### src/hdl/bbse_pkg.sv
package bbse_pkg;

  // Number formats
  localparam int COORD_BITS      = 16;
  localparam int PARAM_FRAC_BITS = 16;
  localparam int PARAM_BITS      = PARAM_FRAC_BITS + 1;
  localparam int PROD_BITS       = 2 * PARAM_BITS;
  localparam int MAC_BITS        = COORD_BITS + PARAM_BITS + 1;

  // Control grid geometry
  localparam int GRID_N     = 4;
  localparam int RC_BITS    = 2;
  localparam int IDX_BITS   = 2 * RC_BITS;
  localparam int GRID_CELLS = GRID_N * GRID_N;
  localparam int ACC_BITS   = COORD_BITS + PARAM_BITS + IDX_BITS;
  localparam int QUOT_BITS  = ACC_BITS - PARAM_FRAC_BITS;

  localparam logic [IDX_BITS-1:0]   IDX_LAST = IDX_BITS'(GRID_CELLS - 1);
  localparam logic [PARAM_BITS-1:0] ONE_P    = {1'b1, {PARAM_FRAC_BITS{1'b0}}};
  localparam logic [PARAM_BITS-1:0] HALF_P   = {2'b01, {(PARAM_FRAC_BITS - 1){1'b0}}};

  // Microprogram counter
  localparam int UPC_BITS = 4;

  typedef enum logic {
    OP_LOAD = 1'b0,
    OP_EVAL = 1'b1
  } op_e;

  // Multiplier operand sources of one Bernstein lane
  typedef enum logic [2:0] {
    SRC_T  = 3'd0,
    SRC_S  = 3'd1,
    SRC_S2 = 3'd2,
    SRC_T2 = 3'd3,
    SRC_TS = 3'd4
  } src_e;

  // Destination of the rounded product
  typedef enum logic [3:0] {
    DST_NONE = 4'd0,
    DST_S2   = 4'd1,
    DST_T2   = 4'd2,
    DST_TS   = 4'd3,
    DST_B0   = 4'd4,
    DST_B1   = 4'd5,
    DST_B2   = 4'd6,
    DST_B3   = 4'd7,
    DST_W    = 4'd8
  } dst_e;

  typedef logic [COORD_BITS-1:0]        coord_t;
  typedef logic [2:0][COORD_BITS-1:0]   point_t;

  // One microcode word
  typedef struct packed {
    src_e a_sel;
    src_e b_sel;
    dst_e dst;
    logic triple;   // scale the rounded product by the middle binomial 3
    logic acc_clr;  // clear the coordinate accumulators
    logic loop;     // grid step: repeat over every control point
    logic done;     // hand the result over, then go idle
  } ctrl_t;

  // Sequencer to datapath
  typedef struct packed {
    ctrl_t                word;
    logic [IDX_BITS-1:0]  idx;
    logic                 emit;
  } step_t;

  localparam ctrl_t CTRL_NOP = '{SRC_T, SRC_T, DST_NONE, 1'b0, 1'b0, 1'b0, 1'b0};

  // Control store
  function automatic ctrl_t ucode_f(input logic [UPC_BITS-1:0] upc);
    ctrl_t w;
    w = CTRL_NOP;
    case (upc)
      4'd0: begin w.a_sel = SRC_S;  w.b_sel = SRC_S; w.dst = DST_S2; end
      4'd1: begin w.a_sel = SRC_T;  w.b_sel = SRC_T; w.dst = DST_T2; end
      4'd2: begin w.a_sel = SRC_T;  w.b_sel = SRC_S; w.dst = DST_TS; end
      4'd3: begin w.a_sel = SRC_S2; w.b_sel = SRC_S; w.dst = DST_B0; end
      4'd4: begin
        w.a_sel = SRC_TS; w.b_sel = SRC_S; w.dst = DST_B1; w.triple = 1'b1;
      end
      4'd5: begin
        w.a_sel = SRC_TS; w.b_sel = SRC_T; w.dst = DST_B2; w.triple = 1'b1;
      end
      4'd6: begin
        w.a_sel = SRC_T2; w.b_sel = SRC_T; w.dst = DST_B3; w.acc_clr = 1'b1;
      end
      4'd7: begin w.dst = DST_W; w.loop = 1'b1; end
      4'd8: begin w.dst = DST_NONE; end
      default: begin w.done = 1'b1; end
    endcase
    return w;
  endfunction

  // Round a Q0.F by Q0.F product back to Q0.F, half up
  function automatic logic [PARAM_BITS-1:0] rnd_f(input logic [PROD_BITS-1:0] p);
    logic [PROD_BITS:0] sum;
    sum = {1'b0, p} + {{(PROD_BITS + 1 - PARAM_BITS){1'b0}}, HALF_P};
    return sum[PARAM_FRAC_BITS +: PARAM_BITS];
  endfunction

endpackage

### src/hdl/bbse_mac.sv
module bbse_mac (
  input  logic                            clk_i,
  input  logic                            rst_ni,
  input  logic                            wr_i,
  input  logic [bbse_pkg::IDX_BITS-1:0]   wr_idx_i,
  input  bbse_pkg::point_t                wr_pt_i,
  input  bbse_pkg::step_t                 step_i,
  input  logic [bbse_pkg::PARAM_BITS-1:0] w_i,
  output bbse_pkg::point_t                res_o
);
  import bbse_pkg::*;

  point_t                      grid_q [GRID_CELLS];
  point_t                      p_q;
  logic                        pend_q;
  logic signed [ACC_BITS-1:0]  acc_q  [3];
  logic signed [MAC_BITS-1:0]  prod   [3];
  logic signed [ACC_BITS-1:0]  biased [3];
  logic [QUOT_BITS-1:0]        quot   [3];
  logic [QUOT_BITS-COORD_BITS:0] hi   [3];

  // Store control points, cleared at reset
  always_ff @(posedge clk_i or negedge rst_ni) begin
    if (!rst_ni) begin
      for (int i = 0; i < GRID_CELLS; i++) begin
        grid_q[i] <= '0;
      end
    end else if (wr_i) begin
      grid_q[wr_idx_i] <= wr_pt_i;
    end
  end

  // Mark a fetched point whose weight is ready next cycle
  always_ff @(posedge clk_i or negedge rst_ni) begin
    if (!rst_ni) begin
      pend_q <= 1'b0;
    end else begin
      pend_q <= step_i.word.loop;
    end
  end

  // Fetch the point and accumulate weighted coordinates
  always_comb begin
    for (int c = 0; c < 3; c++) begin
      prod[c] = $signed(p_q[c]) * $signed({1'b0, w_i});
    end
  end

  always_ff @(posedge clk_i) begin
    if (step_i.word.loop) begin
      p_q <= grid_q[step_i.idx];
    end
    for (int c = 0; c < 3; c++) begin
      if (step_i.word.acc_clr) begin
        acc_q[c] <= '0;
      end else if (pend_q) begin
        acc_q[c] <= acc_q[c] + ACC_BITS'(prod[c]);
      end
    end
  end

  // Round half up, then saturate to the coordinate range
  always_comb begin
    for (int c = 0; c < 3; c++) begin
      biased[c] = acc_q[c] + $signed({{(ACC_BITS - PARAM_BITS){1'b0}}, HALF_P});
      quot[c]   = biased[c][ACC_BITS-1:PARAM_FRAC_BITS];
      hi[c]     = quot[c][QUOT_BITS-1:COORD_BITS-1];
      if ((&hi[c]) || !(|hi[c])) begin
        res_o[c] = quot[c][COORD_BITS-1:0];
      end else if (quot[c][QUOT_BITS-1]) begin
        res_o[c] = {1'b1, {(COORD_BITS - 1){1'b0}}};
      end else begin
        res_o[c] = {1'b0, {(COORD_BITS - 1){1'b1}}};
      end
    end
  end

endmodule

### config.mk
export PLATFORM = sky130hd
export DESIGN_NAME = bbse_mac
export DESIGN_NICKNAME = d
export VERILOG_FILES = /design/src/hdl/bbse_pkg.sv /design/src/hdl/bbse_mac.sv
export SDC_FILE = /design/constraint.sdc
export NUM_CORES = 2
export LEC_CHECK = 0
export BUFFER_PORTS_ARGS = -buffer_cell sky130_fd_sc_hd__buf_2
export CAP_MARGIN = 10
export CORE_MARGIN = 10
export CORE_UTILIZATION = 61
export DETAILED_ROUTE_END_ITERATION = 12
export PLACE_DENSITY = 0.84
export SYNTH_ARGS = -nofsm -noshare
export SYNTH_HDL_FRONTEND = slang
export SYNTH_SLANG_ARGS = --single-unit
### constraint.sdc
create_clock -name clk_i -period 8.4 [get_ports clk_i]
set_clock_uncertainty 0.05 [all_clocks]
set_input_delay 0.42 -clock clk_i [delete_from_list [all_inputs] [get_ports clk_i]]
set_output_delay 0.42 -clock clk_i [all_outputs]
set_load 0.005 [all_outputs]
* Yosys cells after proc, flatten, opt, wreduce, memory -nomap -nowiden *
Memory sizes are Yosys's and may differ from the RTL's.
Cells that the tools add are included.

storage, ports and cells
  register bits after elaboration = 817
  bits in writable memories = 111
  input port bits = 91
  word-level logic and storage cells = 103
  memories kept = 1

memory list
  name   depth  bits a word  rd ports  clocked after memory_dff  wr ports  line            source
  acc_q  3      37           3         0                         3         bbse_mac.sv:16  logic signed [ACC_BITS-1:0] acc_q [3];

operators by class
  $add $sub $neg = 6
  $mul = 3
  magnitude comparators = 3
  mux-type cells = 20
  bitwise logic cells = 5
  reductions and logical operators = 13

operators with widths
  cell                      number
  $bwmux W768               1
  $bmux W48 S4              1
  $demux W48 S4             1
  $mux W48                  3
  $add A37 B17 Y37 const B  3
  $add A37 B34 Y37          3
  $mux W37                  3
  $mul A16 B18 Y34          3
  $mux W16                  6
  $reduce_and A6 Y1         3
  $reduce_or A6 Y1          3
  $ge A5 B5 Y1 const B      2
  $not A4 Y5                2
  $lt A5 B1 Y1 const B      1
  $mux W1                   5
  $logic_not A1 Y1          3
  $logic_or A1 B1 Y1        3
  $or A1 B1 Y1              3
  $logic_and A1 B1 Y1       1

* Logic depth before layout (Yosys ltp) *
  depth after elaboration = 6
  gate-level depth with buffers = 25

* Least setup slack after synthesis *
No wires, ideal clock.

  path kind = in2reg
  start point = in w_i[14] (netlist bit)
  end point = mem acc_q[0][36] (netlist bit) (data pin)
  setup time = 0.260 ns
  data arrival time = 6.011 ns
  setup slack = 2.079 ns
  cell stages on the path = 23
  path buffers = 2
  path through = clkbuf_1 > clkbuf_1 > nand2_1 > fa_1 > inv_1 > fa_1 > inv_1 > fa_1 > inv_1 > fa_1 > fa_1 > inv_1 > fa_1 > inv_1 > ha_1 > nand2_1 > a2111oi_0 > a31oi_1 > a31o_2 > a21oi_1 > a31oi_1 > o21ai_1 > mux2i_1

RTL lines
  item                line            source
  start: declaration  bbse_mac.sv:8   input logic [bbse_pkg::PARAM_BITS-1:0] w_i,
  end: declaration    bbse_mac.sv:16

==> qor.txt <==
status: finished, final reports clean
Slew HR: 24.1%
number of CTS-inserted buffers: 96
required time worst endpoint: 8.77 ns
die area: 133,000 µm²
cell row count: 126
die width: 365 µm
measured slew at the worst slew-check pin: 1.14 ns
crit start category: flip-flop
die height: 365 µm
# H-tree levels: 3
core area: 118,000 µm²
Max Freq: 137 MHz
initial antenna violation count: 31
Yosys cell types: 91
DRC violations left: 0
Longest Clk Path Bufs: 3
Final Max Slew Viols: 0
Worst Hold Class: in -> reg
#FFs+latches synth: 928
Worst R2R Path Depth: 18
Nets: 7,356
Remaining Overflow, GRT: 0
vias in the first global route: 52,000
post-detail-place hpwl: 118,000 µm
met3 Use GR: 5.32%
I/O Buffers: 125
Mean Syn Cell Area: 11.7 µm²
Seq/Total Area, Yosys: 33.1%
crit path kind: reg -> reg
Warnings, synthesis: 0
asr flop ratio synth: 82.9%
Mapped Area: 72,600 µm²
DR pass1 iterations: 8
drt via density: 6.03
CTS root buffer: clkbuf_16
Mapped Cells: 6,219
number of synthesized flops with an enable pin: 159
GRT busiest layer: met2
Sum Neg Setup Slack: 0 ns
Vias: 46,900
Post-CTS Setup Repair Bufs: 0
maxcap violations: 0
clk slew on worst S/H paths: 0.06 ns
met2 usage in global routing: 46.9%
initial core utilization: 61.5%
met1 usage: 33.2%
share of layout cells above drive strength 1: 22.4%
Hold Path Cell Cnt: 2
largest net degree at the start of global routing: 183
Final Hold Violating Endpoints: 0
Main synth FF type: dfrtp_1
io pins: 139
routed length per placed instance: 22.7 µm
final setup vio count: 0
period utilisation layout: 86.9%
Clock Latency Late Sink: 0.68 ns
GRT Util Overall: 27.1%
fillers: 8,191
RSZ-0062 raised after global routing: false
final WL: 177,000 µm
global-route wire length before repair: 284,000 µm
number of DRC markers in iteration 0: 3,684
synthesis-to-finish area growth: 6.95%
Setup crit end kind: flip-flop
Crit path arrival time: 7.66 ns
Net Count, Synth: 7,423
CTS tree: yes
min Tclk post-route: 7.30 ns
remaining antenna violation count: 0
Placer Congestion: 0.925
CTS Sinks: 928
Crit Path Max Fanout: 12
==> cell families (layout without fill, tap and decap cells) <==
group | count (synthesis) | count (layout) | synth area share [%]
buffers and inverters | 1404 | 1413 | 7.32
AO/OA/AOI/OAI | 377 | 377 | 3.43
AND/OR/NAND/NOR | 1270 | 1270 | 8.66
adder cells (fa/ha/maj) | 1113 | 1113 | 26.7
flip-flops | 928 | 928 | 33.1
other | 0 | 11 | 0
multiplexers | 1016 | 1016 | 19.5
XOR/XNOR | 111 | 111 | 1.35
==> worst max-delay path, cell delays in order (launching register included) <==
cell and delay [ns]:
edfxtp_1 0.82, inv_1 0.51, nor2_1 0.25, fa_1 0.48, fa_1 0.53, fa_1 0.45, fa_1 0.50, fa_1 0.52
inv_1 0.05, fa_1 0.49, inv_1 0.05, ha_1 0.36, and3_1 0.23, and3_1 0.37, nand2_1 0.09, o221a_2 0.36
a2111oi_0 0.62, o21ai_0 0.14, nor3b_1 0.16
==> cells in the final DEF, fill, tap and decap left out, types with 121 or more instances in the layout <==
| cell | count |
|---|---|
| dfrtp_1 | 769 |
| fa_1 | 726 |
| and2_1 | 384 |
| nor2_1 | 159 |
| inv_1 | 1058 |
| mux4_2 | 240 |
| mux2_2 | 768 |
| buf_2 | 121 |
| ha_1 | 387 |
| nand2_1 | 487 |
| edfxtp_1 | 159 |
==> sequential cells by signal, summed over array words and instances (netlist names) <==
name / cells
pend_q: 1
grid_q: 768
p_q: 48
acc_q: 111
==> layout make-up <==
type | instances | area (µm²) | share of cell area (%)
Multi-Input combinational cell | 3887 | 43400 | 55.9
Sequential cell | 928 | 24000 | 30.9
Inverter | 1058 | 3970 | 5.11
Clock buffer | 144 | 2810 | 3.61
Tap cell | 1536 | 1920 | 2.48
Timing Repair Buffer | 181 | 1120 | 1.44
Clock inverter | 30 | 403 | 0.519
Antenna cell | 11 | 27.5 | 0.0354
==> stage by stage <==
step	cells	util (%)	hold WS [ns]	setup slack [ns]	instance area [µm²]
6_report	7775	65.8	0.137	1.10	77600
5_1_grt	7771	65.8	0.139	0.797	77600
4_1_cts	7764	65.7	0.0921	1.21	77600
3_5_place_dp	7589	63.0	0.439	1.13	74400
2_1_floorplan	6219	-	0.0744	2.08	72600
3_3_place_gp	7589	63.0	0.431	1.31	74400
==> worst paths after layout <==
path	endpoint	slack [ns]	startpoint
hold reg to reg	grid_q[219]	0.45	grid_q[219]
max in group asynchronous	grid_q[118]	5.69	rst_ni
hold / removal	grid_q[507]	0.14	wr_pt_i[27]
setup / recovery	acc_q[2][34]	1.10	p_q[47]
setup reg to reg	acc_q[2][34]	1.10	p_q[47]
min in group asynchronous	grid_q[289]	0.42	rst_ni
==> synthesized netlist by cell type (15+ instances only) <==
library cell     n  area [µm²]
inv_1         1058        3970
dfrtp_1        769       19200
mux2_2         768        8650
fa_1           726       14500
nand2_1        488        1830
ha_1           387        4840
and2_1         384        2400
clkbuf_1       277        1040
mux4_2         240        5410
nor2_1         168         631
edfxtp_1       159        4770
a21oi_1        100         500
o21ai_0         71         355
xnor2_1         69         604
a21o_1          54         405
buf_1           47         176
nor3_1          47         235
xor2_1          41         359
nand3_1         38         190
nand2b_1        34         213
and3_1          23         144
o21a_1          19         143
buf_2           18        90.1
a211oi_1        17         128
nand4_1         17         106
o21bai_1        15         113
==> repair_timing <==
action,4_1_cts,5_1_grt
resized for setup,0,0
hold endpoints to repair,123,0
hold buffers,1,0
==> routing by layer <==
metal / wire length [µm] / share of wire, %
met3: 13100 / 7.4
met1: 66800 / 38
met2: 89400 / 51
met4: 6990 / 4.0
met5: 264 / 0.15
Power is not shown: default switching activity piles up to over one toggle a cycle in this logic, so the estimate is an artifact.
