===== src/hdl/bbse_pkg.sv =====
package bbse_pkg;

  // Number formats
  localparam int COORD_BITS      = 16;
  localparam int PARAM_FRAC_BITS = 16;
  localparam int PARAM_BITS      = PARAM_FRAC_BITS + 1;
  localparam int PROD_BITS       = 2 * PARAM_BITS;
  localparam int MAC_BITS        = COORD_BITS + PARAM_BITS + 1;

  // Control grid geometry
  localparam int GRID_N     = 4;
  localparam int RC_BITS    = 2;
  localparam int IDX_BITS   = 2 * RC_BITS;
  localparam int GRID_CELLS = GRID_N * GRID_N;
  localparam int ACC_BITS   = COORD_BITS + PARAM_BITS + IDX_BITS;
  localparam int QUOT_BITS  = ACC_BITS - PARAM_FRAC_BITS;

  localparam logic [IDX_BITS-1:0]   IDX_LAST = IDX_BITS'(GRID_CELLS - 1);
  localparam logic [PARAM_BITS-1:0] ONE_P    = {1'b1, {PARAM_FRAC_BITS{1'b0}}};
  localparam logic [PARAM_BITS-1:0] HALF_P   = {2'b01, {(PARAM_FRAC_BITS - 1){1'b0}}};

  // Microprogram counter
  localparam int UPC_BITS = 4;

  typedef enum logic {
    OP_LOAD = 1'b0,
    OP_EVAL = 1'b1
  } op_e;

  // Multiplier operand sources of one Bernstein lane
  typedef enum logic [2:0] {
    SRC_T  = 3'd0,
    SRC_S  = 3'd1,
    SRC_S2 = 3'd2,
    SRC_T2 = 3'd3,
    SRC_TS = 3'd4
  } src_e;

  // Destination of the rounded product
  typedef enum logic [3:0] {
    DST_NONE = 4'd0,
    DST_S2   = 4'd1,
    DST_T2   = 4'd2,
    DST_TS   = 4'd3,
    DST_B0   = 4'd4,
    DST_B1   = 4'd5,
    DST_B2   = 4'd6,
    DST_B3   = 4'd7,
    DST_W    = 4'd8
  } dst_e;

  typedef logic [COORD_BITS-1:0]        coord_t;
  typedef logic [2:0][COORD_BITS-1:0]   point_t;

  // One microcode word
  typedef struct packed {
    src_e a_sel;
    src_e b_sel;
    dst_e dst;
    logic triple;   // scale the rounded product by the middle binomial 3
    logic acc_clr;  // clear the coordinate accumulators
    logic loop;     // grid step: repeat over every control point
    logic done;     // hand the result over, then go idle
  } ctrl_t;

  // Sequencer to datapath
  typedef struct packed {
    ctrl_t                word;
    logic [IDX_BITS-1:0]  idx;
    logic                 emit;
  } step_t;

  localparam ctrl_t CTRL_NOP = '{SRC_T, SRC_T, DST_NONE, 1'b0, 1'b0, 1'b0, 1'b0};

  // Control store
  function automatic ctrl_t ucode_f(input logic [UPC_BITS-1:0] upc);
    ctrl_t w;
    w = CTRL_NOP;
    case (upc)
      4'd0: begin w.a_sel = SRC_S;  w.b_sel = SRC_S; w.dst = DST_S2; end
      4'd1: begin w.a_sel = SRC_T;  w.b_sel = SRC_T; w.dst = DST_T2; end
      4'd2: begin w.a_sel = SRC_T;  w.b_sel = SRC_S; w.dst = DST_TS; end
      4'd3: begin w.a_sel = SRC_S2; w.b_sel = SRC_S; w.dst = DST_B0; end
      4'd4: begin
        w.a_sel = SRC_TS; w.b_sel = SRC_S; w.dst = DST_B1; w.triple = 1'b1;
      end
      4'd5: begin
        w.a_sel = SRC_TS; w.b_sel = SRC_T; w.dst = DST_B2; w.triple = 1'b1;
      end
      4'd6: begin
        w.a_sel = SRC_T2; w.b_sel = SRC_T; w.dst = DST_B3; w.acc_clr = 1'b1;
      end
      4'd7: begin w.dst = DST_W; w.loop = 1'b1; end
      4'd8: begin w.dst = DST_NONE; end
      default: begin w.done = 1'b1; end
    endcase
    return w;
  endfunction

  // Round a Q0.F by Q0.F product back to Q0.F, half up
  function automatic logic [PARAM_BITS-1:0] rnd_f(input logic [PROD_BITS-1:0] p);
    logic [PROD_BITS:0] sum;
    sum = {1'b0, p} + {{(PROD_BITS + 1 - PARAM_BITS){1'b0}}, HALF_P};
    return sum[PARAM_FRAC_BITS +: PARAM_BITS];
  endfunction

endpackage


===== src/hdl/bbse_seq.sv =====
module bbse_seq (
  input  logic            clk_i,
  input  logic            rst_ni,
  input  logic            start_i,
  input  logic            out_free_i,
  output logic            busy_o,
  output bbse_pkg::step_t step_o
);
  import bbse_pkg::*;

  typedef enum logic [1:0] {
    ST_IDLE = 2'b01,
    ST_RUN  = 2'b10
  } seq_state_e;

  seq_state_e            state_q, state_d;
  logic [UPC_BITS-1:0]   upc_q, upc_d;
  logic [IDX_BITS-1:0]   idx_q, idx_d;
  ctrl_t                 word;

  // Fetch the current control word
  always_comb begin
    word = (state_q == ST_RUN) ? ucode_f(upc_q) : CTRL_NOP;
  end

  assign busy_o      = (state_q != ST_IDLE);
  assign step_o.word = word;
  assign step_o.idx  = idx_q;
  assign step_o.emit = word.done & out_free_i;

  // Advance, loop over the grid, or hold at the final step
  always_comb begin
    state_d = state_q;
    upc_d   = upc_q;
    idx_d   = idx_q;
    case (state_q)
      ST_IDLE: begin
        if (start_i) begin
          state_d = ST_RUN;
          upc_d   = '0;
          idx_d   = '0;
        end
      end
      ST_RUN: begin
        if (word.loop) begin
          idx_d = idx_q + 1'b1;
          if (idx_q == IDX_LAST) begin
            upc_d = upc_q + 1'b1;
          end
        end else if (word.done) begin
          if (out_free_i) begin
            state_d = ST_IDLE;
          end
        end else begin
          upc_d = upc_q + 1'b1;
        end
      end
      default: state_d = ST_IDLE;
    endcase
  end

  always_ff @(posedge clk_i or negedge rst_ni) begin
    if (!rst_ni) begin
      state_q <= ST_IDLE;
      upc_q   <= '0;
      idx_q   <= '0;
    end else begin
      state_q <= state_d;
      upc_q   <= upc_d;
      idx_q   <= idx_d;
    end
  end

endmodule


===== config.mk =====
export PLATFORM = sky130hd
export DESIGN_NAME = bbse_seq
export DESIGN_NICKNAME = d
export VERILOG_FILES = /design/src/hdl/bbse_pkg.sv /design/src/hdl/bbse_seq.sv
export SDC_FILE = /design/constraint.sdc
export NUM_CORES = 1
export LEC_CHECK = 0
export ABC_AREA = 1
export BUFFER_PORTS_ARGS = -buffer_cell sky130_fd_sc_hd__buf_2
export CORE_MARGIN = 2
export CORE_UTILIZATION = 50
export CTS_CLUSTER_DIAMETER = 30
export CTS_CLUSTER_SIZE = 12
export DETAILED_ROUTE_END_ITERATION = 7
export PLACE_DENSITY = 0.85
export SYNTH_ARGS = -nofsm -noshare
export SYNTH_HDL_FRONTEND = slang
export SYNTH_SLANG_ARGS = --single-unit

===== constraint.sdc =====
create_clock -name clk_i -period 1.95 [get_ports clk_i]
set_input_delay 0.2925 -clock clk_i [delete_from_list [all_inputs] [get_ports clk_i]]
set_output_delay 0.2925 -clock clk_i [all_outputs]
set_load 0.02 [all_outputs]

== Word-level counts from Yosys, hierarchy flattened ==
Index checks and enable logic that the tools add are counted.
Word-level totals
  word-level logic and storage cells: 51
  bits of input ports: 4
  output and inout port bits: 20
  register bits: 10
Operators by class
  equal/unequal tests: 19
  reductions and logical operators: 7
  $add $sub $neg: 2
  bitwise operators: 1
  muxes and demuxes: 19
Operators with widths (count)
  $pmux 6 s6: 1
  $pmux 4 s8: 1
  $mux 4: 5
  $eq 4x3->1 const B: 4
  $pmux 4 s2: 2
  $mux 14: 1
  $ne 2x2->1 const B: 5
  $reduce_or 9->1: 1
  $add 4x1->4 const B: 2
  $eq 4x2->1 const B: 2
  $eq 4x4->1 const B: 2
  $mux 2: 4
  $reduce_and 4->1: 2
  $eq 4x1->1 const B: 1
  $logic_not 4->1: 1
  $mux 1: 4
  $pmux 2 s2: 1
  $ne 3x2->1 const B: 1
  $ne 3x3->1 const B: 1
  $reduce_and 3->1: 1
  $eq 2x1->1 const B: 1
  $eq 2x2->1 const B: 1
  $ne 2x1->1 const B: 1
  $reduce_bool 2->1: 1
  2 further kinds: 2

== Logic depth before layout (Yosys ltp) ==
  depth after elaboration: 7
  gate-level depth with buffers: 10
  depth with buffers taken out: 10

== Least setup slack after synthesis ==
Ideal clock, no wire load.
  path type: register -> output
  from: register upc_q[0]
  to: output step_o[0] in the netlist's numbering
  buffers on the path: 0
  data required time: 1.657 ns
  arrival: 1.520 ns
  setup slack: 0.138 ns
  stages on the path, launching flop included: 8
  path through: dfrtp_1 inv_1 ha_1 nor2_1 nor2_1 nor2_2 nand4_2 nor2_1
RTL lines
  start: declaration: RTL line bbse_seq.sv:17  | logic [UPC_BITS-1:0] upc_q, upc_d;
  start signal: assignment: RTL line bbse_seq.sv:69  | upc_q <= upc_d;
  end: declaration: RTL line bbse_seq.sv:7  | output bbse_pkg::step_t step_o

==> metrics.txt <==
# TYPE chip_impl_metric gauge
chip_impl_info{name="outcome",value="complete, no violations"} 1
chip_impl_metric{name="fp.dieH",unit="um"} 45.2
chip_impl_metric{name="worst_ep_arrival_time",unit="ns"} 1.62
chip_impl_metric{name="antennaDiodeCount",unit=""} 0
chip_impl_metric{name="drc",unit=""} 0
chip_impl_metric{name="worstPathRequired",unit="ns"} 1.66
chip_impl_metric{name="antenna_found_initial",unit=""} 0
chip_impl_metric{name="detailedPlace.worstSlack",unit="ns"} 0.157
chip_impl_metric{name="avgSynthCellArea",unit="um^2"} 6.80
chip_impl_metric{name="clk_latency",unit="ns"} 0.27
chip_impl_metric{name="detailroute.via_count",unit=""} 942
chip_impl_metric{name="wl",unit="mm"} 2.10
chip_impl_metric{name="layout-area-overhead-vs-synth",unit="%"} 37.6
chip_impl_metric{name="core_area",unit="um^2"} 1540
chip_impl_metric{name="fin_skew",unit="ns"} 0.0128
chip_impl_metric{name="p_per_area",unit="nW/um^2"} 1090
chip_impl_metric{name="die-area",unit="um^2"} 2040
chip_impl_metric{name="ys_ff_latch",unit=""} 10
chip_impl_metric{name="floorplan.die.width",unit="um"} 45.2
chip_impl_metric{name="dpl_cell_area",unit="um^2"} 973
chip_impl_metric{name="mapped_area",unit="um^2"} 850
chip_impl_info{name="critical_path_capture_point_type",value="output pin"} 1
chip_impl_info{name="crit_path_start_kind",value="flop"} 1
chip_impl_info{name="min_path_type",value="in -> async"} 1
chip_impl_metric{name="hold_violations",unit=""} 0
chip_impl_metric{name="postLayoutCellArea",unit="um^2"} 1170
chip_impl_metric{name="slew_viol_final",unit=""} 0
chip_impl_metric{name="clockBufferDepth",unit=""} 2
chip_impl_metric{name="drt.antenna.violating_nets",unit=""} 0
chip_impl_info{name="worst_path_slowest_cell",value="dfrtp_2"} 1
chip_impl_metric{name="finalCritPeriodShare",unit="%"} 97.9
chip_impl_metric{name="initial_utilization",unit="%"} 55.1
chip_impl_metric{name="max_cap_viol_count",unit=""} 0
chip_impl_info{name="cts_tree",value="done"} 1
chip_impl_metric{name="gr-total-overflow",unit=""} 0
chip_impl_metric{name="cts_bufs_inserted",unit=""} 3
chip_impl_metric{name="drive_above_1_share",unit="%"} 41.7
chip_impl_metric{name="io-pin-count",unit=""} 24
chip_impl_metric{name="wire_length_of_the_first_global_routing_pass",unit="mm"} 3.53
chip_impl_metric{name="max_stage_delay",unit="ns"} 0.45
chip_impl_metric{name="total_leakage_power",unit="nW"} 0.625
chip_impl_metric{name="gp_routability_congestion",unit=""} 0.910
chip_impl_metric{name="grt_usage",unit="%"} 23.3
chip_impl_metric{name="fill_cells",unit=""} 109
chip_impl_metric{name="crit_path_max_fanout",unit=""} 5
chip_impl_metric{name="first_iter_violations",unit=""} 25
chip_impl_metric{name="yosysSeqAreaShare",unit="%"} 29.6
chip_impl_metric{name="clock_sink_count",unit=""} 10
chip_impl_info{name="critical_path.most_common_cell",value="nor2_4"} 1
chip_impl_metric{name="cts.reportedPaths.clkPinSlew",unit="ns"} 0.07
chip_impl_metric{name="synthCells",unit=""} 125
chip_impl_metric{name="setup_viols_final",unit=""} 0
chip_impl_info{name="rsz0062_at_grt",value="true"} 1
chip_impl_metric{name="fin_ws",unit="ns"} 0.0402
chip_impl_metric{name="grt_pass1_vias",unit=""} 834
chip_impl_metric{name="maximum_number_of_pins_on_one_net_before_global_route_repair",unit=""} 12
chip_impl_metric{name="htree_levels",unit=""} 1
chip_impl_metric{name="timing.final.crit_period",unit="ns"} 1.91
chip_impl_metric{name="timing.fmax",unit="GHz"} 0.524
chip_impl_metric{name="final.setup.tns",unit="ns"} 0
chip_impl_metric{name="max-vdd-ir-drop",unit="uV"} 704
chip_impl_metric{name="place.detailed.hpwl",unit="mm"} 1.51
chip_impl_info{name="timing_worst_setup_path_type",value="reg -> out"} 1
chip_impl_info{name="path_cells",value="inv_4 -> ha_4 -> nor2_4 -> nor2_2 -> nor2_4 -> nand4_4 -> nor2_4 -> buf_6"} 1
chip_impl_metric{name="netlist-cell-type-count",unit=""} 25
chip_impl_metric{name="number_of_buffers_inserted_by_port_buffering",unit=""} 21
chip_impl_metric{name="finish.net_count",unit=""} 168
chip_impl_metric{name="number_of_warning_messages_in_the_yosys_log",unit=""} 0
chip_impl_metric{name="dr.pass1.iters",unit=""} 4
chip_impl_metric{name="count_of_standard_cell_rows",unit=""} 14
chip_impl_info{name="cts-root-buf",value="clkbuf_4"} 1
chip_impl_metric{name="post_drt_via_cell_ratio",unit=""} 5.48
chip_impl_metric{name="drt-wirelength-per-cell",unit="um"} 12.2
## registers in the layout (all words and copies together), names as in the netlist
| name | count |
|---|---|
| upc_q | 4 |
| state_q | 2 |
| idx_q | 4 |
## cells by family (layout without fill, tap and decap cells)
logic type,count (synthesis),in the layout,share of synthesized area (%)
and+or+nand+nor,68,68,36.7
buffers and inverters,23,53,11.6
AOI/OAI and AO/OA,14,14,9.28
DFF,10,10,29.6
adders and majority gates,7,7,10.3
xor gates and xnor gates,2,2,2.06
other,1,2,0.441
## layer usage
layer / share of wire (%) / track usage [%] / up-vias
met5: 0 / 0 / -
met4: 0 / 4.71 / 0
met3: 5.0 / 6.40 / 0
met2: 50 / 37.7 / 40
met1: 45 / 31.3 / 453
li1: - / - / 449
## layout by cell type (no fill, tap or decap)
master and n:
a21oi_1 3, a31oi_1 1, buf_2 19, buf_4 8, buf_6 2, clkbuf_4 3
clkbuf_8 1, conb_1 2, dfrtp_1 6, dfrtp_2 3, dfstp_2 1, dlygate4sd3_1 1
ha_1 3, ha_2 1, ha_4 3, inv_1 14, inv_2 4, inv_4 1
nand2_1 26, nand2_2 5, nand3_1 11, nand3_2 3, nand4_4 1, nor2_1 13
nor2_2 3, nor2_4 4, o21ai_0 4, o21ai_1 4, o21ai_2 1, o31ai_2 1
or2_1 1, or2_2 1, xnor2_1 1, xor2_1 1
## critical path, delay by kind of cell, from the launching register on
family                     cells  cell delay (ns)
adders and majority gates      1             0.18
buffers and inverters          2             0.19
DFF                            1             0.45
and+or+nand+nor                5             0.53
## synthesized netlist by cell type
cell,n,area share [%]
nand4_2,1,1.5
nand3_1,13,7.7
inv_1,16,7.1
xnor2_1,1,1.0
buf_2,1,0.59
xor2_1,1,1.0
o31ai_2,1,1.5
nand3_2,1,1.2
buf_4,3,2.7
or2_2,1,0.74
a31oi_1,1,0.74
nor2_2,2,1.5
nand2_2,3,2.2
dfrtp_1,9,27
nor2_1,17,7.5
conb_1,1,0.44
o21ai_1,5,2.9
nor2_4,1,1.3
dfstp_2,1,3.1
a21oi_1,3,1.8
o21ai_0,4,2.4
ha_1,7,10
nand2_1,28,12
or2_1,1,0.74
inv_2,3,1.3
## stage by stage
stage                     std cells  utilization [%]  hold slack (ns)  total power [W]
final                           172             75.8            0.417          0.00127
after global routing            172             75.8            0.431          0.00138
after CTS                       170             71.3            0.428          0.00120
after detailed placement        162             63.1            0.167         0.000951
after global placement          162             63.1            0.163         0.000927
after floorplan                 126                -         -0.00309         0.000780
## where the power goes
group / switching, W / internal [W] / leakage (nW)
Clock: 0.0000722 / 0.000113 / 0.0210
Combinational: 0.000492 / 0.000283 / 0.475
Sequential: 0.0000493 / 0.000260 / 0.129
## area by class of cell
| cell class | instances | area (um^2) | share of cell area [%] |
|---|---|---|---|
| clock buffers | 4 | 36.3 | 3.10 |
| inverters | 19 | 73.8 | 6.32 |
| multi-input cells | 93 | 596 | 51.0 |
| flip-flops and latches | 10 | 255 | 21.8 |
| well taps | 16 | 20.0 | 1.71 |
| repair buffers | 30 | 188 | 16.1 |
## what timing repair did
action	CTS	global route
gates cloned	0	0
resized for setup	15	15
endpoints found under the hold margin	9	0
pin swaps	4	4
buffers inserted	3	2
setup endpoints to repair	2	6
hold buffers	1	0
## path summary, 6_finish.rpt
path                                        start                      to  slack (ns)  cells after the start
max                          upc_q[0]$_DFFE_PN0P_               step_o[0]        0.04                      8
min                                        rst_ni  state_q[1]$_DFFE_PN0P_        0.42                      2
max reg2reg                  upc_q[0]$_DFFE_PN0P_    upc_q[0]$_DFFE_PN0P_        0.11                     12
min reg2reg                state_q[0]$_DFFE_PN1P_  state_q[0]$_DFFE_PN1P_        0.48                      2
max in group asynchronous                  rst_ni  state_q[0]$_DFFE_PN1P_        1.28                      2
min in group clk_i                     out_free_i  state_q[0]$_DFFE_PN1P_        0.46                      6
Power figures use the tool's default switching activity.
