`src/hdl/bbse_pkg.sv`:
```
package bbse_pkg;

  // Number formats
  localparam int COORD_BITS      = 16;
  localparam int PARAM_FRAC_BITS = 16;
  localparam int PARAM_BITS      = PARAM_FRAC_BITS + 1;
  localparam int PROD_BITS       = 2 * PARAM_BITS;
  localparam int MAC_BITS        = COORD_BITS + PARAM_BITS + 1;

  // Control grid geometry
  localparam int GRID_N     = 4;
  localparam int RC_BITS    = 2;
  localparam int IDX_BITS   = 2 * RC_BITS;
  localparam int GRID_CELLS = GRID_N * GRID_N;
  localparam int ACC_BITS   = COORD_BITS + PARAM_BITS + IDX_BITS;
  localparam int QUOT_BITS  = ACC_BITS - PARAM_FRAC_BITS;

  localparam logic [IDX_BITS-1:0]   IDX_LAST = IDX_BITS'(GRID_CELLS - 1);
  localparam logic [PARAM_BITS-1:0] ONE_P    = {1'b1, {PARAM_FRAC_BITS{1'b0}}};
  localparam logic [PARAM_BITS-1:0] HALF_P   = {2'b01, {(PARAM_FRAC_BITS - 1){1'b0}}};

  // Microprogram counter
  localparam int UPC_BITS = 4;

  typedef enum logic {
    OP_LOAD = 1'b0,
    OP_EVAL = 1'b1
  } op_e;

  // Multiplier operand sources of one Bernstein lane
  typedef enum logic [2:0] {
    SRC_T  = 3'd0,
    SRC_S  = 3'd1,
    SRC_S2 = 3'd2,
    SRC_T2 = 3'd3,
    SRC_TS = 3'd4
  } src_e;

  // Destination of the rounded product
  typedef enum logic [3:0] {
    DST_NONE = 4'd0,
    DST_S2   = 4'd1,
    DST_T2   = 4'd2,
    DST_TS   = 4'd3,
    DST_B0   = 4'd4,
    DST_B1   = 4'd5,
    DST_B2   = 4'd6,
    DST_B3   = 4'd7,
    DST_W    = 4'd8
  } dst_e;

  typedef logic [COORD_BITS-1:0]        coord_t;
  typedef logic [2:0][COORD_BITS-1:0]   point_t;

  // One microcode word
  typedef struct packed {
    src_e a_sel;
    src_e b_sel;
    dst_e dst;
    logic triple;   // scale the rounded product by the middle binomial 3
    logic acc_clr;  // clear the coordinate accumulators
    logic loop;     // grid step: repeat over every control point
    logic done;     // hand the result over, then go idle
  } ctrl_t;

  // Sequencer to datapath
  typedef struct packed {
    ctrl_t                word;
    logic [IDX_BITS-1:0]  idx;
    logic                 emit;
  } step_t;

  localparam ctrl_t CTRL_NOP = '{SRC_T, SRC_T, DST_NONE, 1'b0, 1'b0, 1'b0, 1'b0};

  // Control store
  function automatic ctrl_t ucode_f(input logic [UPC_BITS-1:0] upc);
    ctrl_t w;
    w = CTRL_NOP;
    case (upc)
      4'd0: begin w.a_sel = SRC_S;  w.b_sel = SRC_S; w.dst = DST_S2; end
      4'd1: begin w.a_sel = SRC_T;  w.b_sel = SRC_T; w.dst = DST_T2; end
      4'd2: begin w.a_sel = SRC_T;  w.b_sel = SRC_S; w.dst = DST_TS; end
      4'd3: begin w.a_sel = SRC_S2; w.b_sel = SRC_S; w.dst = DST_B0; end
      4'd4: begin
        w.a_sel = SRC_TS; w.b_sel = SRC_S; w.dst = DST_B1; w.triple = 1'b1;
      end
      4'd5: begin
        w.a_sel = SRC_TS; w.b_sel = SRC_T; w.dst = DST_B2; w.triple = 1'b1;
      end
      4'd6: begin
        w.a_sel = SRC_T2; w.b_sel = SRC_T; w.dst = DST_B3; w.acc_clr = 1'b1;
      end
      4'd7: begin w.dst = DST_W; w.loop = 1'b1; end
      4'd8: begin w.dst = DST_NONE; end
      default: begin w.done = 1'b1; end
    endcase
    return w;
  endfunction

  // Round a Q0.F by Q0.F product back to Q0.F, half up
  function automatic logic [PARAM_BITS-1:0] rnd_f(input logic [PROD_BITS-1:0] p);
    logic [PROD_BITS:0] sum;
    sum = {1'b0, p} + {{(PROD_BITS + 1 - PARAM_BITS){1'b0}}, HALF_P};
    return sum[PARAM_FRAC_BITS +: PARAM_BITS];
  endfunction

endpackage

```
`src/hdl/bbse_weight.sv`:
```
module bbse_weight (
  input  logic                             clk_i,
  input  logic                             load_i,
  input  logic [bbse_pkg::PARAM_BITS-1:0]  u_i,
  input  logic [bbse_pkg::PARAM_BITS-1:0]  v_i,
  input  bbse_pkg::step_t                  step_i,
  output logic [bbse_pkg::PARAM_BITS-1:0]  w_o
);
  import bbse_pkg::*;

  // Lane 0 works on u, lane 1 on v
  logic [PARAM_BITS-1:0] t_q  [2];
  logic [PARAM_BITS-1:0] s_q  [2];
  logic [PARAM_BITS-1:0] s2_q [2];
  logic [PARAM_BITS-1:0] t2_q [2];
  logic [PARAM_BITS-1:0] ts_q [2];
  logic [PARAM_BITS-1:0] b_q  [2][GRID_N];
  logic [PARAM_BITS-1:0] w_q;

  logic [PARAM_BITS-1:0] par   [2];
  logic [PARAM_BITS-1:0] tc    [2];
  logic [PARAM_BITS-1:0] op_a  [2];
  logic [PARAM_BITS-1:0] op_b  [2];
  logic [PROD_BITS-1:0]  prod  [2];
  logic [PARAM_BITS-1:0] rnd_v [2];
  logic [PARAM_BITS+1:0] trip  [2];
  logic [PARAM_BITS-1:0] res   [2];
  logic [RC_BITS-1:0]    ri, ci;

  function automatic logic [PARAM_BITS-1:0] pick(
    input src_e                  sel,
    input logic [PARAM_BITS-1:0] t,
    input logic [PARAM_BITS-1:0] s,
    input logic [PARAM_BITS-1:0] s2,
    input logic [PARAM_BITS-1:0] t2,
    input logic [PARAM_BITS-1:0] ts
  );
    logic [PARAM_BITS-1:0] r;
    case (sel)
      SRC_T:   r = t;
      SRC_S:   r = s;
      SRC_S2:  r = s2;
      SRC_T2:  r = t2;
      SRC_TS:  r = ts;
      default: r = t;
    endcase
    return r;
  endfunction

  assign par[0] = u_i;
  assign par[1] = v_i;
  assign ri     = step_i.idx[IDX_BITS-1 -: RC_BITS];
  assign ci     = step_i.idx[RC_BITS-1:0];
  assign w_o    = w_q;

  // Clamp the parameter to one, select operands, multiply and round
  always_comb begin
    for (int l = 0; l < 2; l++) begin
      tc[l]   = (par[l] > ONE_P) ? ONE_P : par[l];
      op_a[l] = pick(step_i.word.a_sel, t_q[l], s_q[l], s2_q[l], t2_q[l], ts_q[l]);
      op_b[l] = pick(step_i.word.b_sel, t_q[l], s_q[l], s2_q[l], t2_q[l], ts_q[l]);
      if (l == 0 && step_i.word.dst == DST_W) begin
        op_a[l] = b_q[0][ri];
        op_b[l] = b_q[1][ci];
      end
      prod[l]  = op_a[l] * op_b[l];
      rnd_v[l] = rnd_f(prod[l]);
      trip[l]  = {2'b00, rnd_v[l]} + {1'b0, rnd_v[l], 1'b0};
      res[l]   = step_i.word.triple ? trip[l][PARAM_BITS-1:0] : rnd_v[l];
    end
  end

  // Capture parameters on request, write back products per control word
  always_ff @(posedge clk_i) begin
    for (int l = 0; l < 2; l++) begin
      if (load_i) begin
        t_q[l] <= tc[l];
        s_q[l] <= ONE_P - tc[l];
      end
      case (step_i.word.dst)
        DST_S2:  s2_q[l]    <= res[l];
        DST_T2:  t2_q[l]    <= res[l];
        DST_TS:  ts_q[l]    <= res[l];
        DST_B0:  b_q[l][0]  <= res[l];
        DST_B1:  b_q[l][1]  <= res[l];
        DST_B2:  b_q[l][2]  <= res[l];
        DST_B3:  b_q[l][3]  <= res[l];
        default: ;
      endcase
    end
    if (step_i.word.dst == DST_W) begin
      w_q <= res[0];
    end
  end

endmodule

```
`config.mk`:
```
export PLATFORM = sky130hd
export DESIGN_NAME = bbse_weight
export DESIGN_NICKNAME = d
export VERILOG_FILES = /design/src/hdl/bbse_pkg.sv /design/src/hdl/bbse_weight.sv
export SDC_FILE = /design/constraint.sdc
export NUM_CORES = 2
export LEC_CHECK = 0
export BUFFER_PORTS_ARGS = -buffer_cell sky130_fd_sc_hd__buf_2
export CORE_ASPECT_RATIO = 1.75
export CORE_MARGIN = 4
export CORE_UTILIZATION = 55
export CTS_BUF_LIST = sky130_fd_sc_hd__clkbuf_8 sky130_fd_sc_hd__clkbuf_16
export DETAILED_ROUTE_END_ITERATION = 7
export GPL_ROUTABILITY_DRIVEN = 0
export HOLD_SLACK_MARGIN = 0.03
export PLACE_DENSITY = 0.73
export RECOVER_POWER = 50
export SLEW_MARGIN = 20
export SYNTH_ARGS = -nofsm -noshare
export SYNTH_HDL_FRONTEND = slang
export SYNTH_SLANG_ARGS = --single-unit
export TNS_END_PERCENT = 10
```
`constraint.sdc`:
```
create_clock -name clk_i -period 39.8 [get_ports clk_i]
set_input_delay 7.96 -clock clk_i [delete_from_list [all_inputs] [get_ports clk_i]]
set_output_delay 7.96 -clock clk_i [all_outputs]
set_load 0.005 [all_outputs]
```
# --- After elaboration in Yosys (flattened, before gate mapping) ---
# Memories as Yosys holds them, arrays and structs flattened.
# Index checks and enable logic that the tools add are counted.
classes:
  n_addsub: 6
  multipliers: 2
  order_cmp: 4
  eq_ne: 16
  muxes: 32
  bitwise_logic: 2
ops:
  columns: ["operator", "count"]
  rows:
  - ["$pmux 17 s4", 4]
  - ["$mux 17", 10]
  - ["$bmux 17 s2", 2]
  - ["$add 33x16->33 const B", 2]
  - ["$mul 17x17->33", 2]
  - ["$add 17x17->17", 2]
  - ["$gt 17x17->1 const B", 2]
  - ["$sub 17x17->17 const A", 2]
  - ["$eq 4x3->1 const B", 4]
  - ["$mux 1", 16]
  - ["$eq 3x2->1 const B", 4]
  - ["$eq 4x2->1 const B", 2]
  - ["$eq 3x1->1 const B", 2]
  - ["$eq 3x3->1 const B", 2]
  - ["$ge 3x3->1 const B", 2]
  - ["$not 2->3", 2]
  - ["$eq 4x1->1 const B", 1]
  - ["$eq 4x4->1 const B", 1]
word_totals:
  regBits: 17
  ramBits: 306
  in_bits: 55
  output_inout_bits: 17
  word_cells: 69
  memories: 6
memory_table:
  columns: ["memory", "words", "word_bits", "read_ports", "rd_ports_with_merged_regs", "wr", "line_no", "source"]
  rows:
  - ["b_q", 2, 68, 2, 0, 2, "bbse_weight.sv:17", "logic [PARAM_BITS-1:0] b_q [2][GRID_N];"]
  - ["s2_q", 2, 17, 2, 0, 2, "bbse_weight.sv:14", "logic [PARAM_BITS-1:0] s2_q [2];"]
  - ["s_q", 2, 17, 2, 0, 2, "bbse_weight.sv:13", "logic [PARAM_BITS-1:0] s_q [2];"]
  - ["t2_q", 2, 17, 2, 0, 2, "bbse_weight.sv:15", "logic [PARAM_BITS-1:0] t2_q [2];"]
  - ["t_q", 2, 17, 2, 0, 2, "bbse_weight.sv:12", "logic [PARAM_BITS-1:0] t_q [2];"]
  - ["ts_q", 2, 17, 2, 0, 2, "bbse_weight.sv:16", "logic [PARAM_BITS-1:0] ts_q [2];"]

# --- Logic depth before layout (Yosys ltp) ---
logic_depth:
  word_depth: 9
  ltp_mapped: 49
  depth_no_buf: 44

# --- Least setup slack after synthesis ---
# Ideal clock, no wire load.
synth_timing:
  kind: "input port to flip-flop"
  start: "in step_i[13] (netlist name)"
  end: "mem b_q[1][16] (netlist name) (data pin)"
  setup_ns: 0.219
  arrival_time_ns: 17.956
  setup_slack_ns: 21.624
  cell_stages: 44
  path_cell_list: "buf_2 buf_1 clkbuf_1 buf_1 mux2_2 a22oi_1 nor2_1 a221oi_1 nor2_1 fa_1 inv_1 fa_1 fa_1 inv_1 fa_1 fa_1 inv_1 fa_1 [... 8 more ...] a21o_1 a21oi_1 xor2_1 inv_1 ha_1 a21o_1 a21o_1 a21o_1 a21o_1 nand2_1 nand2_1 a41oi_1 a211o_1 o21a_1 o21ai_0 a2111oi_0 o22ai_1 xnor2_1"
synth_lines:
  columns: ["item", "line_no", "source"]
  rows:
  - ["start: declaration", "bbse_weight.sv:6", "input bbse_pkg::step_t step_i,"]
  - ["end: declaration", "bbse_weight.sv:17", null]

==> impl_metrics.env <==
export IMPL_status="complete, but fails checks"
export IMPL_violations="capacitance limit, slew limit"
export IMPL_grt_max_degree=67
export IMPL_netlist_area_mm2=0.0344
export IMPL_critical_path_class="primary input to flip-flop"
export IMPL_hold_viol=0
export IMPL_yosys_cell_count_top_type="inv_1"
export IMPL_ys_flop_type="edfxtp_1"
export IMPL_chipWidth_um=197
export IMPL_hp_start="ts_q[0][33]"
export IMPL_avgSynthCellArea_um2=10.5
export IMPL_h_tree_depth=1
export IMPL_cts_sinks=321
export IMPL_yosysSeqAreaShare_pct=28.0
export IMPL_antenna_found_initial=7
export IMPL_cts_root_buf="clkbuf_16"
export IMPL_cts_tree="built"
export IMPL_drtPass1Iterations=7
export IMPL_fin_crit_sh_pct=52.1
export IMPL_drive_gt1_share_pct=10.2
export IMPL_synth_top_area_share_pct=28.0
export IMPL_holdPathEnd="b_q[1][16]"
export IMPL_drv_cap=9
export IMPL_cts_resized=0
export IMPL_setup_violations=0
export IMPL_grtUsageMet3_pct=3.80
export IMPL_wl_per_cell_um=22.9
export IMPL_synthCells=3271
export IMPL_cpPeakStageDelay_ns=2.00
export IMPL_fin_crit_ns=20.75
export IMPL_clock_fmax_mhz=48.2
export IMPL_cts_setup_buffers=0
export IMPL_placed_cell_area_mm2=0.0359
export IMPL_track_usage_pct=28.7
export IMPL_synth_nets=4029
export IMPL_crit_path_start="step_i[9]"
export IMPL_fin_util_pct=59.4
export IMPL_r2r_end="w_o[16]"
export IMPL_start_kind="primary input"
export IMPL_clk_pin_slew_worst_paths_ns=0.07
export IMPL_rows=121
export IMPL_synth_commonest_cells="inv_1, fa_1, nor2_1, edfxtp_1, nand2_1"
export IMPL_grt_pass1_wl_um=147000
export IMPL_postCtsHoldBufs=0
export IMPL_post_dp_hpwl_um=73800
export IMPL_grt_pass1_vias=26838
export IMPL_worst_path_most_repeated_cell="fa_1"
export IMPL_gr_usage_met2_pct=52.3
export IMPL_worst_pin_slew_ns=4.16
export IMPL_io_buffer_count=67
export IMPL_clk_insertion_delay_late_ns=0.62
export IMPL_final_max_slew_viol_count=341
export IMPL_setup_tns_ns=0
export IMPL_met1_usage_pct=29.4
export IMPL_core_area_mm2=0.0621
export IMPL_synth_edff_count=321
export IMPL_synth_area_leaders="edfxtp_1, fa_1, ha_1, inv_1, mux4_2"
export IMPL_top_usage_layer="met2"
export IMPL_ys_warn_count=0
export IMPL_synthArstFlopShare_pct=0
export IMPL_endpoint_kind="flip-flop"
export IMPL_finalNetCount=4070
export IMPL_ff2ff_path_depth=36
export IMPL_vias=24950
export IMPL_relSlewSlack_pct=-177
export IMPL_cp_required_ns=40.04
export IMPL_slowest_stage="clkinvlp_2"
export IMPL_rsz0062_at_grt="false"
export IMPL_die_area_mm2=0.0667
export IMPL_cts_path_max_buffers=3
export IMPL_numCtsBuffers=29
export IMPL_drc_errors=0
export IMPL_die_y_um=339
export IMPL_synthToLayoutAreaGrowth_pct=7.23
export IMPL_viasPerCell=6.03
export IMPL_yosys_area_top_type="edfxtp_1"
export IMPL_synth_cell_types=81
export IMPL_ys_ff_latch=321
export IMPL_hp_class="flip-flop to flip-flop"
export IMPL_r2r_setup_slack_ns=28.72
export IMPL_r2r_start="b_q[1][6]"
export IMPL_overflow=0
export IMPL_arrival_ns=20.99
export IMPL_hold_path_depth=6
export IMPL_drt_iter0_markers=1662
export IMPL_pin_count=72
export IMPL_wirelength_um=95000
export IMPL_fin_skew_ns=0.0513
export IMPL_finalInstanceArea_mm2=0.0369
export IMPL_ant_nets=0
export IMPL_cp_max_fo=63
export IMPL_initial_utilization_pct=55.4
-- worst max path at each step --
stage / cells after the start / endpoint
after CTS: 40 / b_q[1][66]
after global routing: 40 / b_q[0][31]
after detailed placement: 40 / b_q[1][15]
after global placement: 40 / b_q[1][15]
after floorplan: 44 / b_q[1][16]
final: 40 / w_o[16]
-- cells by family after synthesis --
family / after synthesis / synth area share [%]
buf+inv: 713 / 7.88
compound gates: 384 / 7.52
mux: 142 / 6.93
simple gates: 918 / 11.9
fa+ha+maj: 704 / 35.4
xor+xnor: 89 / 2.31
flops: 321 / 28.0
-- routing by layer --
metal	up-vias	routed length (µm)
li1	10840	-
met1	12533	29900
met2	1102	50200
met3	471	5830
met4	4	9100
met5	-	23
-- state kept, by name (all words and copies together), names as in the netlist --
register,count
b_q,136
s2_q,34
s_q,34
t2_q,34
ts_q,34
t_q,32
w_o,17
-- placed cells by master, fill, tap and decap left out, types with 8 or more instances in the layout --
master	n
nand2b_1	72
clkbuf_16	29
nor3_1	27
nand3_1	23
a21o_1	53
ha_1	255
o21ai_1	19
buf_4	70
clkbuf_1	12
a22oi_1	38
a311oi_1	13
xnor2_1	57
o21a_1	12
a221o_1	8
nand2_1	290
nor2_1	358
buf_2	62
nand4_1	8
edfxtp_1	321
and2_1	30
mux2_2	39
o211ai_1	17
a221oi_1	14
o21ai_0	69
nor2b_1	51
mux4_2	73
mux2i_1	29
a21oi_1	77
inv_1	578
xor2_1	26
fa_1	448
or3_1	10
-- stage by stage --
step | instances | worst slack (ns) | hold WS, ns
after floorplan | 3271 | 21.62 | 1.14
after global placement | 4080 | 19.73 | 1.41
after CTS | 4134 | 20.19 | 1.45
after detailed placement | 4080 | 19.59 | 1.44
final | 4140 | 19.05 | 1.49
after global routing | 4135 | 18.05 | 1.55
-- final cells by class --
cell class              count  area [µm²]
diodes                      6        15.0
fillers                  5239       25200
clock inverters            25         280
flip-flops and latches    321        9640
clock buffers              29         726
inverters                 579        2170
well taps                 799        1000
repair buffers            144         881
multi-input cells        2237       22100
-- critical path: cells and delay by family --
| kind | cells | cell delay, ns |
|---|---|---|
| compound gates | 13 | 3.31 |
| xor+xnor | 2 | 0.99 |
| fa+ha+maj | 8 | 3.39 |
| buf+inv | 8 | 2.90 |
| mux | 1 | 0.16 |
| simple gates | 8 | 2.21 |
Power is left out: the tool's default activity adds up to more than one toggle a clock period on the data nets, which glitch-free logic cannot reach.
